## src/rtl/core/ocsn_pkg.sv

```systemverilog
`default_nettype none
package ocsn_pkg;

  // datapath operations issued by the controller, one per cycle unless it idles or waits on the output
  typedef enum logic [3:0] {
    OP_NONE,
    OP_LOAD,
    OP_PHASE,
    OP_MOD_INIT,
    OP_MOD_STEP,
    OP_ANGLE,
    OP_CORDIC,
    OP_SAVE,
    OP_BASIS,
    OP_SQUARE,
    OP_TERM,
    OP_ACCUM,
    OP_DIV_INIT,
    OP_DIV_STEP,
    OP_FINISH
  } op_t;

  typedef struct packed {
    op_t        op;
    logic       axis;   // 0 x phase, 1 y phase
    logic [3:0] step;   // cordic iteration, or modulo step
  } cmd_t;

  typedef struct packed {
    logic need_div;
  } status_t;

  localparam logic [1:0] MODE_NORM   = 2'd0;
  localparam logic [1:0] MODE_ABS    = 2'd1;
  localparam logic [1:0] MODE_RIDGED = 2'd2;
  localparam logic [1:0] MODE_FOLD   = 2'd3;

  // register indexes on the config channel
  localparam logic [2:0] REG_MODE = 3'd0;
  localparam logic [2:0] REG_FREQ = 3'd1;
  localparam logic [2:0] REG_OCT  = 3'd2;
  localparam logic [2:0] REG_PERS = 3'd3;
  localparam logic [2:0] REG_LAC  = 3'd4;

  localparam logic [34:0] TWO_PI_Q32   = 35'd26986075409;
  localparam int          TWO_PI_Q16   = 411775;
  localparam int          PI_Q16       = 205887;
  localparam int          HALF_PI_Q16  = 102944;
  localparam logic signed [33:0] CORDIC_GAIN_Q30 = 34'sd652032874;
  localparam int          CORDIC_STEPS = 16;
  localparam logic [16:0] ONE_Q16      = 17'd65536;

  // modulo 2*pi by reciprocal: multiply, multiply back, subtract, one fix-up
  localparam int          MOD_STEPS    = 3;
  localparam logic [3:0]  MOD_STEP_MUL = 4'd2;
  localparam logic [3:0]  MOD_STEP_SUB = 4'd1;
  // floor(2^64 / 2pi_q32), quotient estimate is (phase >> 24) * recip >> 40
  localparam logic [30:0] MOD_RECIP    = 31'((65'd1 << 64) / 65'(TWO_PI_Q32));

  // signed accumulator width for a given octave limit
  function automatic int acc_width(input int max_oct);
    return 18 + $clog2(max_oct);
  endfunction

  function automatic logic [15:0] atan_q16(input logic [3:0] k);
    logic [15:0] a;
    unique case (k)
      4'd0:    a = 16'd51472;
      4'd1:    a = 16'd30386;
      4'd2:    a = 16'd16055;
      4'd3:    a = 16'd8150;
      4'd4:    a = 16'd4091;
      4'd5:    a = 16'd2047;
      4'd6:    a = 16'd1024;
      4'd7:    a = 16'd512;
      4'd8:    a = 16'd256;
      4'd9:    a = 16'd128;
      4'd10:   a = 16'd64;
      4'd11:   a = 16'd32;
      4'd12:   a = 16'd16;
      4'd13:   a = 16'd8;
      4'd14:   a = 16'd4;
      default: a = 16'd2;
    endcase
    return a;
  endfunction

endpackage
`default_nettype wire

```

## src/rtl/core/ocsn_ctrl.sv

```systemverilog
`default_nettype none
module ocsn_ctrl #(
  parameter int MAX_OCTAVES = 16
) (
  input  wire                    clk,
  input  wire                    rst,
  input  wire                    in_valid,
  output logic                   in_ready,
  output logic                   out_valid,
  input  wire                    out_ready,
  input  wire [4:0]              octave_count,
  input  wire ocsn_pkg::status_t status,
  output ocsn_pkg::cmd_t         cmd
);

  localparam int AW   = ocsn_pkg::acc_width(MAX_OCTAVES);
  localparam int NMAX = (AW > ocsn_pkg::MOD_STEPS) ? AW : ocsn_pkg::MOD_STEPS;
  localparam int SW   = $clog2(NMAX);
  localparam int OW   = (MAX_OCTAVES > 1) ? $clog2(MAX_OCTAVES) : 1;

  typedef enum logic [3:0] {
    S_IDLE, S_PHASE, S_MODI, S_MOD, S_ANGLE, S_CORDIC, S_SAVE,
    S_BASIS, S_SQUARE, S_TERM, S_ACCUM, S_DIVI, S_DIV, S_FINISH
  } state_t;

  state_t        state;
  logic          axis;
  logic [SW-1:0] step;
  logic [OW-1:0] oct;
  logic [5:0]    cnt;
  logic [OW-1:0] last;
  logic          out_free;

  assign cnt = (octave_count == 5'd0) ? 6'd1 :
               ({1'b0, octave_count} > 6'(MAX_OCTAVES)) ? 6'(MAX_OCTAVES) :
               {1'b0, octave_count};
  assign last     = OW'(cnt - 6'd1);
  assign in_ready = (state == S_IDLE);
  assign out_free = !out_valid || out_ready;

  always_comb begin
    cmd.axis = axis;
    cmd.step = step[3:0];
    unique case (state)
      S_IDLE:   cmd.op = in_valid ? ocsn_pkg::OP_LOAD : ocsn_pkg::OP_NONE;
      S_PHASE:  cmd.op = ocsn_pkg::OP_PHASE;
      S_MODI:   cmd.op = ocsn_pkg::OP_MOD_INIT;
      S_MOD:    cmd.op = ocsn_pkg::OP_MOD_STEP;
      S_ANGLE:  cmd.op = ocsn_pkg::OP_ANGLE;
      S_CORDIC: cmd.op = ocsn_pkg::OP_CORDIC;
      S_SAVE:   cmd.op = ocsn_pkg::OP_SAVE;
      S_BASIS:  cmd.op = ocsn_pkg::OP_BASIS;
      S_SQUARE: cmd.op = ocsn_pkg::OP_SQUARE;
      S_TERM:   cmd.op = ocsn_pkg::OP_TERM;
      S_ACCUM:  cmd.op = ocsn_pkg::OP_ACCUM;
      S_DIVI:   cmd.op = ocsn_pkg::OP_DIV_INIT;
      S_DIV:    cmd.op = ocsn_pkg::OP_DIV_STEP;
      S_FINISH: cmd.op = out_free ? ocsn_pkg::OP_FINISH : ocsn_pkg::OP_NONE;
      default:  cmd.op = ocsn_pkg::OP_NONE;
    endcase
  end

  always_ff @(posedge clk) begin
    if (rst) begin
      state     <= S_IDLE;
      axis      <= 1'b0;
      step      <= '0;
      oct       <= '0;
      out_valid <= 1'b0;
    end else begin
      if (out_valid && out_ready) out_valid <= 1'b0;
      unique case (state)
        S_IDLE: begin
          if (in_valid) begin
            axis  <= 1'b0;
            oct   <= '0;
            state <= S_PHASE;
          end
        end
        S_PHASE: state <= S_MODI;
        S_MODI: begin
          step  <= SW'(ocsn_pkg::MOD_STEPS - 1);
          state <= S_MOD;
        end
        S_MOD: begin
          if (step == '0) state <= S_ANGLE;
          else step <= step - 1'b1;
        end
        S_ANGLE: begin
          step  <= '0;
          state <= S_CORDIC;
        end
        S_CORDIC: begin
          if (step == SW'(ocsn_pkg::CORDIC_STEPS - 1)) state <= S_SAVE;
          else step <= step + 1'b1;
        end
        S_SAVE: begin
          if (!axis) begin
            axis  <= 1'b1;
            state <= S_PHASE;
          end else begin
            state <= S_BASIS;
          end
        end
        S_BASIS:  state <= S_SQUARE;
        S_SQUARE: state <= S_TERM;
        S_TERM:   state <= S_ACCUM;
        S_ACCUM: begin
          if (oct == last) begin
            state <= status.need_div ? S_DIVI : S_FINISH;
          end else begin
            oct   <= oct + 1'b1;
            axis  <= 1'b0;
            state <= S_PHASE;
          end
        end
        S_DIVI: begin
          step  <= SW'(AW - 1);
          state <= S_DIV;
        end
        S_DIV: begin
          if (step == '0) state <= S_FINISH;
          else step <= step - 1'b1;
        end
        S_FINISH: begin
          if (out_free) begin
            out_valid <= 1'b1;
            state     <= S_IDLE;
          end
        end
        default: state <= S_IDLE;
      endcase
    end
  end

  a_accept_starts: assert property (@(posedge clk) disable iff (rst)
    in_valid && in_ready |=> state == S_PHASE && !axis)
    else $error("accepted beat did not start an octave");

  a_finish_sets_valid: assert property (@(posedge clk) disable iff (rst)
    state == S_FINISH && out_free |=> out_valid && state == S_IDLE)
    else $error("finished sample not presented");

  a_octave_bound: assert property (@(posedge clk) disable iff (rst)
    state != S_IDLE |-> oct <= last)
    else $error("octave index past configured count");

  a_cordic_bound: assert property (@(posedge clk) disable iff (rst)
    state == S_CORDIC |-> step < SW'(ocsn_pkg::CORDIC_STEPS))
    else $error("cordic step out of range");

endmodule
`default_nettype wire

```

## config.mk

```make
export PLATFORM = sky130hd
export DESIGN_NAME = ocsn_ctrl
export DESIGN_NICKNAME = d
export VERILOG_FILES = /design/src/rtl/core/ocsn_pkg.sv /design/src/rtl/core/ocsn_ctrl.sv
export SDC_FILE = /design/constraint.sdc
export NUM_CORES = 1
export LEC_CHECK = 0
export BUFFER_PORTS_ARGS = -buffer_cell sky130_fd_sc_hd__buf_2
export CORE_MARGIN = 2
export CORE_UTILIZATION = 61
export DETAILED_ROUTE_END_ITERATION = 16
export PLACE_DENSITY = 0.84
export SLEW_MARGIN = 20
export SYNTH_ARGS = -nofsm -noshare
export SYNTH_HDL_FRONTEND = slang
export SYNTH_SLANG_ARGS = --single-unit
```

## constraint.sdc

```tcl
create_clock -name clk -period 4.1 [get_ports clk]
set_input_delay 0 -clock clk [delete_from_list [all_inputs] [get_ports clk]]
set_output_delay 0 -clock clk [all_outputs]
set_load 0.02 [all_outputs]
```

### After elaboration in Yosys (flattened, before gate mapping)

Index checks and enable logic that the tools add are counted.

| cells by class | value |
|---|---|
| add/subtract/negate cells | 4 |
| $lt $le $gt $ge | 1 |
| equality and inequality tests | 23 |
| muxes and demuxes | 26 |
| reductions and logical operators | 14 |

Operator list:

| operator | count |
|---|---|
| $pmux W4 S14 | 2 |
| $mux W4 | 11 |
| $pmux W5 S5 | 1 |
| $eq A4 B4 Y1 const B | 6 |
| $eq A4 B3 Y1 const B | 4 |
| $ne A2 B2 Y1 const B | 8 |
| $logic_not A5 Y1 | 2 |
| $mux W5 | 2 |
| $reduce_and A3 Y1 | 3 |
| $eq A4 B2 Y1 const B | 2 |
| $pmux W4 S2 | 1 |
| $mux W1 | 6 |
| $mux W3 | 2 |
| $add A5 B1 Y5 const B | 1 |
| $eq A5 B4 Y1 const B | 1 |
| $gt A5 B5 Y1 const B | 1 |
| $reduce_and A5 Y1 | 1 |
| $reduce_bool A5 Y1 | 1 |
| $sub A5 B1 Y5 const B | 1 |
| $add A4 B1 Y4 const B | 1 |
| $eq A4 B1 Y1 const B | 1 |
| $eq A4 B4 Y1 | 1 |
| $logic_not A4 Y1 | 1 |
| $sub A4 B1 Y4 const B | 1 |
| 7 further kinds | 7 |

| word-level totals | value |
|---|---|
| register bits | 15 |
| output and inout port bits | 11 |

### Longest topological paths before layout

Gate-level depths: netlist of the first run.

| logic depth | value |
|---|---|
| word-level depth | 7 |
| mapped depth | 10 |
| gate-level depth less buffers | 9 |

### Least setup slack after synthesis of the first run

OpenSTA, ideal clock, no wires.

| timing path | value |
|---|---|
| kind | reg-to-reg |
| start | register state[3] |
| end | register step[4] |
| setup time | 0.078 ns |
| arrival time | 2.458 ns |
| required time | 4.022 ns |
| path slack | 1.564 ns |
| stages on the path, launching flop included | 11 |
| path buffers | 1 |
| clock period less this slack | 2.536 ns |
| cells stage by stage | dfxtp_1 -> clkbuf_1 -> nand3b_1 -> o32ai_1 -> inv_1 -> fa_1 -> nor2b_1 -> o21ai_0 -> a2111oi_0 -> nor4_1 -> nor3_1 |

| between the ends | value |
|---|---|
| longest elaborated chain between the ends | 4 |

Ends and longest elaborated chain:

| element | RTL line | text |
|---|---|---|
| start, declared | ocsn_ctrl.sv:26 | `state_t state;` |
| start signal, assigned | ocsn_ctrl.sv:110 | `state <= status.need_div ? S_DIVI : S_FINISH;` |
| $eq A4 B4 Y1 / $eq A4 B2 Y1 (equally long branches) | ocsn_ctrl.sv:72 | `unique case (state)` |
| $reduce_or A2 Y1 (no line) | n/a |  |
| $reduce_bool A5 Y1 (no line) / $ne A2 B2 Y1 (equally long branches) | n/a |  |
| $reduce_and A3 Y1 (no line) | n/a |  |
| end signal, assigned | ocsn_ctrl.sv:82 | `step <= SW'(ocsn_pkg::MOD_STEPS - 1);` |
| end signal, assigned | ocsn_ctrl.sv:87 | `else step <= step - 1'b1;` |
| end signal, assigned | ocsn_ctrl.sv:95 | `else step <= step + 1'b1;` |
| end, declared | ocsn_ctrl.sv:28 | `logic [SW-1:0] step;` |

Parallel ways exist; a longest one is shown, timed or not.
A chain may end at the register's enable or synchronous reset.

### Final worst setup path of the first run

| timing path | value |
|---|---|
| start | register state[0] |
| end | register step[4] |

Same word-level chain as after synthesis.

==> results_dict.tcl, run 1 <==
set metrics [dict create \
    gp_congestion 0.9051 \
    ffs_latches_synth 15 \
    syn_avg_cell_area_um2 7.640 \
    start_util_pct 64.93 \
    synth_area_um2 1436 \
    worst_pin_slew_ns 0.6813 \
    peak_freq_mhz 315.0 \
    final_util_pct 69.74 \
    max-slew-margin-rel_pct 54.52 \
    leakage_nw 0.6320 \
    final_layout_size_suffix_gt1_share_pct 18.00 \
    clk_root_buffer_cell "clkbuf_4" \
    main_combinational_cell_family_by_area_after_synthesis "compound AO/OA/AOI/OAI gates" \
    synth-edff-count 0 \
    critPathMaxFanout 22 \
    cp-start-kind "flop" \
    cts_setup_buffers 0 \
    grt_pass1_wl_mm 5.954 \
    post-route-period-util_pct 77.44 \
    numCtsBuffers 3 \
    cts_tree "done" \
    max_stage_delay_ns 0.76 \
    syn-instance-count 188 \
    finish.net_count 217 \
    worst-setup-path-type "reg2reg" \
    synth_adder_area_share_pct 5.749 \
    final_max_slew_viol_count 0 \
    initial_antenna_violation_count 0 \
    cell_chain_of_the_critical_path "nand2b_1, o32ai_1, buf_4, inv_1, fa_1, nor2b_1, o21ai_0, a2111oi_0, nor4_1, nor3_1" \
    yosysTopAreaCellShare_pct 20.91 \
    power-per-cell-area_nw_per_um2 345.9 \
    p_switching_w 0.0002303 \
    drv_cap 0 \
    die_w_um 52.53 \
    clock_power_share_pct 17.4 \
    globalRoute.totalOverflow 0 \
    io_buffers 20 \
    outcome "finished, final reports clean" \
    routed_wire_length_per_instance_um 15.30 \
    seq_power_share_pct 37.4 \
    postSynth.asyncResetShare_pct 0 \
    route.antenna.remaining_nets 0 \
    detailedRoute.firstPassIterationCount 5 \
    synth-compound-area-share_pct 29.36 \
    cts.htree.levels 1 \
    drt_iter0_markers 65 \
    design.die.area_um2 2759 \
    crit_path_top_delay_cell "dfxtp_1" \
    combPwrFrac_pct 45.1 \
    tns_ns 0 \
    clock_pin_slew_on_the_worst_setup_and_hold_paths_ns 0.10 \
    synthXorXnorAreaFrac_pct 4.878 \
    grt_util_all_layers_pct 28.53 \
    r2r_start "state[0]$_SDFFE_PP0P_" \
    die_h_um 52.53 \
    number_of_remaining_drc_errors 0 \
    synth_nets 204 \
    timing.clock.skew_ns 0.001885 \
    top_cells_by_count_synth "17 x a21oi_1, 15 x dfxtp_1, 12 x nand2_1, 12 x nor2_1" \
    vias_in_the_first_global_route 1334 \
    dp_hpwl_mm 2.627 \
    detailroute.via_count 1474 \
    hold_crit_class "in2reg" \
    post-synth-top-area-cell "dfxtp_1" \
    ctsLongestPathBuffers 2 \
    hold_buffers 1 \
    cp.arrival_ns 3.40 \
    wirelength_mm 3.489 \
    core_um2 2212 \
    clock_sink_count 15 \
    setup_violations 0 \
    internal-power_w 0.0003034 \
    yosysUniqueCellTypes 59 \
    timing.hold.worst.start "out_ready" \
    critical_path_required_ns 4.33 \
    yosys-mux-area-fraction_pct 2.091 \
    insertedDiodeCount 0 \
    boundaryPins 21 \
    synth_sequential_area_ratio_pct 20.91 \
    total_count_of_hold_check_failures_in_the_final_report 0 \
    fp-row-count 17 \
    cts_repair_resize_count 0 \
    fraction_of_power_spent_switching_nets_pct 43.16 \
    synth.top_cells.by_area "dfxtp_1 21%, a21oi_1 5.9%, ha_1 4.4%, o21ai_0 3.8%, nand2_1 3.1%" \
    synth_simple_gate_area_share_pct 29.09 \
    most_instantiated_library_cell_after_synthesis "a21oi_1" \
    cp-end-kind "flop" \
    synth.yosys.warnings 0 \
    fin_crit_ns 3.175 \
    grt_setup_unrepaired "no" \
    worst_setup_path_startpoint "state[0]$_SDFFE_PP0P_" \
    synth_top_flop_cell "dfxtp_1" \
    grt_max_degree 24 \
    worst_ir_drop_vdd_v 0.0002214 \
    flow.area_growth_from_synthesis_pct 7.404 \
    routed_via_density 6.465 \
    clock_latency_ns 0.30 \
]
[registers in the layout, indices dropped and copies added, names as in the netlist]
register   flops
axis           1
state          4
oct            4
step           5
out_valid      1
[worst max-delay path: cells and delay by family (launching register included)]
kind                     cells  cell delay (ns)
flip-flops                   1             0.76
AO/OA/AOI/OAI                3             0.97
adder cells (fa/ha/maj)      1             0.40
buffers and inverters        2             0.25
AND/OR/NAND/NOR              4             0.74
[area by class of cell]
type	count	area (um2)
clock buffers	4	26.28
fillers	187	669.4
inverters	11	41.29
multi-input cells	148	1022
flip-flops and latches	15	300.3
well taps	28	35.03
repair buffers	22	117.6
[routing by layer]
metal / wire [um] / GRT usage [%]
met5: 0 / 0
met4: 21 / 6.410
met3: 226 / 7.429
met2: 1691 / 47.08
met1: 1549 / 37.10
[placed cells by master, fill, tap and decap left out, types with 2 or more instances in the layout]
master / n
nor2_1: 12
o22ai_1: 3
o21ai_0: 11
inv_1: 11
nor3_1: 2
nand4_1: 5
o211a_1: 2
ha_1: 5
nor3b_1: 3
xor2_1: 3
mux2i_1: 3
nand2b_1: 6
nor4_1: 4
o221ai_1: 2
or3_1: 2
nand2_1: 12
o211ai_1: 4
a21o_1: 5
clkbuf_4: 3
buf_2: 20
a21oi_1: 17
nand3_1: 6
xnor2_1: 5
nor2b_1: 4
dfxtp_1: 15
[per-stage QoR]
step / cells / hold WS [ns] / total power [W] / setup WS, ns / instance area [um2]
2_1_floorplan: 188 / 0.1011 / 0.0003898 / 1.564 / 1436
5_1_grt: 228 / 0.08575 / 0.0005680 / 0.5790 / 1543
6_report: 228 / 0.04692 / 0.0005337 / 0.9249 / 1543
3_5_place_dp: 223 / 0.2139 / 0.0004407 / 1.081 / 1506
3_3_place_gp: 223 / 0.2065 / 0.0004319 / 1.293 / 1506
4_1_cts: 228 / 0.04794 / 0.0005313 / 1.054 / 1543
[power by group through the flow]
stage / clock, W / sequential (W) / combinational [W]
finish: 0.0000931 / 0.000200 / 0.000241
global route: 0.000101 / 0.000205 / 0.000262
CTS: 0.0000932 / 0.000198 / 0.000240
detailed placement: 0 / 0.000202 / 0.000239
global placement: 0 / 0.000200 / 0.000232
floorplan: 0 / 0.000179 / 0.000211
[cell families (layout without fill, tap and decap cells)]
group / after synthesis / after routing
and+or+nand+nor: 70 / 70
AOI/OAI and AO/OA: 61 / 61
buffers and inverters: 25 / 37
DFF: 15 / 15
xor gates and xnor gates: 8 / 8
adders and majority gates: 6 / 6
muxes: 3 / 3
[final timing paths]
| kind | slack (ns) | cells past startpoint | endpoint |
|---|---|---|---|
| max reg2reg | 0.92 | 10 | step[4]$_SDFFE_PP0P_ |
| max | 0.92 | 10 | step[4]$_SDFFE_PP0P_ |
| min reg2reg | 0.53 | 2 | oct[1]$_SDFFE_PP0P_ |
| min | 0.05 | 3 | out_valid$_SDFF_PP0_ |
Power figures use the tool's default switching activity.
==> inputs of run 2 (changes only) <==
ABC_AREA = 1   (was default)
CORE_UTILIZATION = 56   (was 61)
PLACE_DENSITY = 0.79   (was 0.84)
clock period = 3.3 ns   (was 4.1 ns; I/O delays follow)
==> run 2 against run 1 <==
Effect of this change:
- clock skew grew 0.0067 ns
- critical endpoint unchanged
- clock power grew 21%
- register-to-register slack gained 0.27 ns
- sequential power grew 23%
- cell area shrank 4.8%
- wire length shrank 17%
- total power grew 39%
- global-route usage shrank 4.8 points
- non-clock buffer count shrank 1
- largest cell class unchanged
- cell count grew 16%
- sequential cell count is the same
==> results_dict.tcl, run 2 <==
set metrics [dict create \
    route.antenna.remaining_nets 0 \
    fp-row-count 17 \
    vias_in_the_first_global_route 1142 \
    cp-end-kind "flop" \
    routed_via_density 5.242 \
    grt_setup_unrepaired "no" \
    yosysTopAreaCellShare_pct 22.45 \
    fraction_of_power_spent_switching_nets_pct 48.24 \
    flow.area_growth_from_synthesis_pct 9.822 \
    detailroute.via_count 1389 \
    final_cell_area_um2 1469 \
    crit_path_top_delay_cell "dfxtp_1" \
    clock_latency_ns 0.30 \
    synth.yosys.warnings 0 \
    worst_ir_drop_vdd_v 0.0004387 \
    max-slew-margin-rel_pct 80.21 \
    io_buffers 20 \
    top_cells_by_count_synth "51 x nand2_1, 23 x inv_1, 19 x a21oi_1, 19 x nor2_1, 16 x nand3_1" \
    timing.clock.skew_ns 0.008627 \
    synth_top_flop_cell "dfxtp_1" \
    power_w 0.0007395 \
    syn-instance-count 218 \
    num-fill-cells 229 \
    clk_root_buffer_cell "clkbuf_4" \
    critical_path_required_ns 3.51 \
    most_common_cell_after_layout_fill_and_taps_aside "nand2_1" \
    seq_power_share_pct 33.4 \
    clock_power_share_pct 15.3 \
    yosysUniqueCellTypes 27 \
    hold_crit_class "in2reg" \
    post-route-period-util_pct 63.73 \
    wirelength_mm 2.912 \
    grt_util_all_layers_pct 23.72 \
    drv_cap 0 \
    design.die.area_um2 2795 \
    routed_wire_length_per_instance_um 10.99 \
    tns_ns 0 \
    synth_area_um2 1338 \
    gp_congestion 0.8818 \
    synth_nets 234 \
    final_cell_mix "51 x nand2_1, 23 x inv_1, 20 x buf_2, 19 x nor2_1, 19 x a21oi_1" \
    globalRoute.totalOverflow 0 \
    outcome "finished, final reports clean" \
    most_instantiated_library_cell_after_synthesis "nand2_1" \
    grt_max_degree 10 \
    post-synth-top-area-cell "dfxtp_1" \
    worst-setup-path-type "reg2reg" \
    insertedDiodeCount 0 \
    boundaryPins 21 \
    core_um2 2233 \
    total_count_of_hold_check_failures_in_the_final_report 0 \
    critPathMaxFanout 7 \
    cp-start-kind "flop" \
    synth-edff-count 0 \
    synth_sequential_area_ratio_pct 22.45 \
    clock_pin_slew_on_the_worst_setup_and_hold_paths_ns 0.10 \
    finish.net_count 254 \
    cts_repair_resize_count 0 \
    layout_top_registers "step: 5 flops, oct: 4 flops, state: 4 flops" \
    ctsLongestPathBuffers 2 \
    setup_violations 0 \
    final_layout_size_suffix_gt1_share_pct 23.63 \
    numCtsBuffers 3 \
    cts_tree "done" \
    ffs_latches_synth 15 \
    internal-power_w 0.0003828 \
    max_stage_delay_ns 0.44 \
    detailed_place.area_um2 1431 \
    power-per-cell-area_nw_per_um2 503.5 \
    cts.htree.levels 1 \
    hold_buffers 1 \
    dp_hpwl_mm 2.363 \
    leakage_nw 0.7448 \
    postSynth.asyncResetShare_pct 0 \
    peak_freq_mhz 475.5 \
    start_util_pct 59.89 \
    syn_avg_cell_area_um2 6.135 \
    grt_pass1_wl_mm 4.905 \
    cell_chain_of_the_critical_path "nand2_2, inv_2, nand2_2, nand2_4, inv_2, fa_1, inv_1, nand3_1, nand2_1, xor2_1, o21ai_0, nor3_1, nor2_1" \
    combPwrFrac_pct 51.3 \
    die_h_um 52.87 \
    die_w_um 52.87 \
    p_switching_w 0.0003568 \
    final_max_slew_viol_count 0 \
    initial_antenna_violation_count 0 \
    detailedRoute.firstPassIterationCount 5 \
    worst_hold_slack_ns 0.01137 \
    largest_register_ffs 5 \
    number_of_remaining_drc_errors 0 \
    worst_pin_slew_ns 0.2957 \
    drt_iter0_markers 31 \
    synth.top_cells.by_area "dfxtp_1 22%, nand2_1 14%, a21oi_1 7.1%, inv_1 6.5%, nand3_1 6.0%" \
    fin_crit_ns 2.103 \
    cp.arrival_ns 2.31 \
    cts_setup_buffers 0 \
    clock_sink_count 15 \
    top_register "step" \
]
## run 2: cell types whose count changed in the layout (fill, tap and decap cells not counted), sizes merged, moves of 7 or more
cell / previous run / this run
nand2b: 7 / 0
nor2: 12 / 27
nand2: 12 / 56
nand3: 6 / 18
inv: 11 / 38
## run 2: metal layers
layer	track usage [%]	vias to the layer above	routed length (um)
met4	8.547	0	43
li1	-	740	-
met2	37.29	41	1286
met1	32.69	603	1389
met3	3.672	5	192
met5	0	-	0
## run 2: path summary, 6_finish.rpt
kind,from,endpoint,slack (ns),depth (start not counted)
setup / recovery,state[2]$_SDFFE_PP0P_,step[4]$_SDFFE_PP0P_,1.20,13
hold / removal,out_ready,out_valid$_SDFF_PP0_,0.01,4
setup reg to reg,state[2]$_SDFFE_PP0P_,step[4]$_SDFFE_PP0P_,1.20,13
hold reg to reg,axis$_SDFFE_PP0P_,axis$_SDFFE_PP0P_,0.49,2
## run 2: cell families (layout without fill, tap and decap cells)
| family | count (synthesis) | in the layout | share of synthesized area (%) |
|---|---|---|---|
| xor+xnor | 5 | 5 | 3.274 |
| fa+ha+maj | 6 | 6 | 6.174 |
| buf+inv | 44 | 63 | 13.75 |
| flops | 15 | 15 | 22.45 |
| simple gates | 111 | 111 | 39.38 |
| compound gates | 37 | 37 | 14.97 |
## run 2: cell type report
type / instances / area, um2 / share of cell area (%)
multi-input combinational: 159 / 853.3 / 58.09
sequential: 15 / 300.3 / 20.44
timing repair buffer: 21 / 110.1 / 7.496
inverter: 38 / 142.6 / 9.710
clock inverter: 1 / 5.005 / 0.3407
tap: 28 / 35.03 / 2.385
clock buffer: 3 / 22.52 / 1.533
## run 2: worst max-delay path: cells and delay by family (launching register included)
family                     cells  cell delay, ns
and+or+nand+nor                7            0.71
DFF                            1            0.44
adders and majority gates      1            0.35
buffers and inverters          3            0.26
xor gates and xnor gates       1            0.17
AOI/OAI and AO/OA              1            0.09
## run 2: power by group through the flow
stage	logic (W)	registers [W]	clock network (W)
final	0.000379	0.000247	0.000113
after global routing	0.000421	0.000252	0.000122
after CTS	0.000379	0.000247	0.000116
after detailed placement	0.000376	0.000251	0
after global placement	0.000376	0.000251	0
after floorplan	0.000312	0.000242	0
## run 2: per-stage QoR
step                std cells  utilization, %  setup slack (ns)
global route              265           65.77            0.9887
floorplan                 218               -             1.384
detailed placement        260           64.09             1.225
CTS                       265           65.77             1.215
global placement          260           64.09             1.267
finish                    265           65.77             1.197
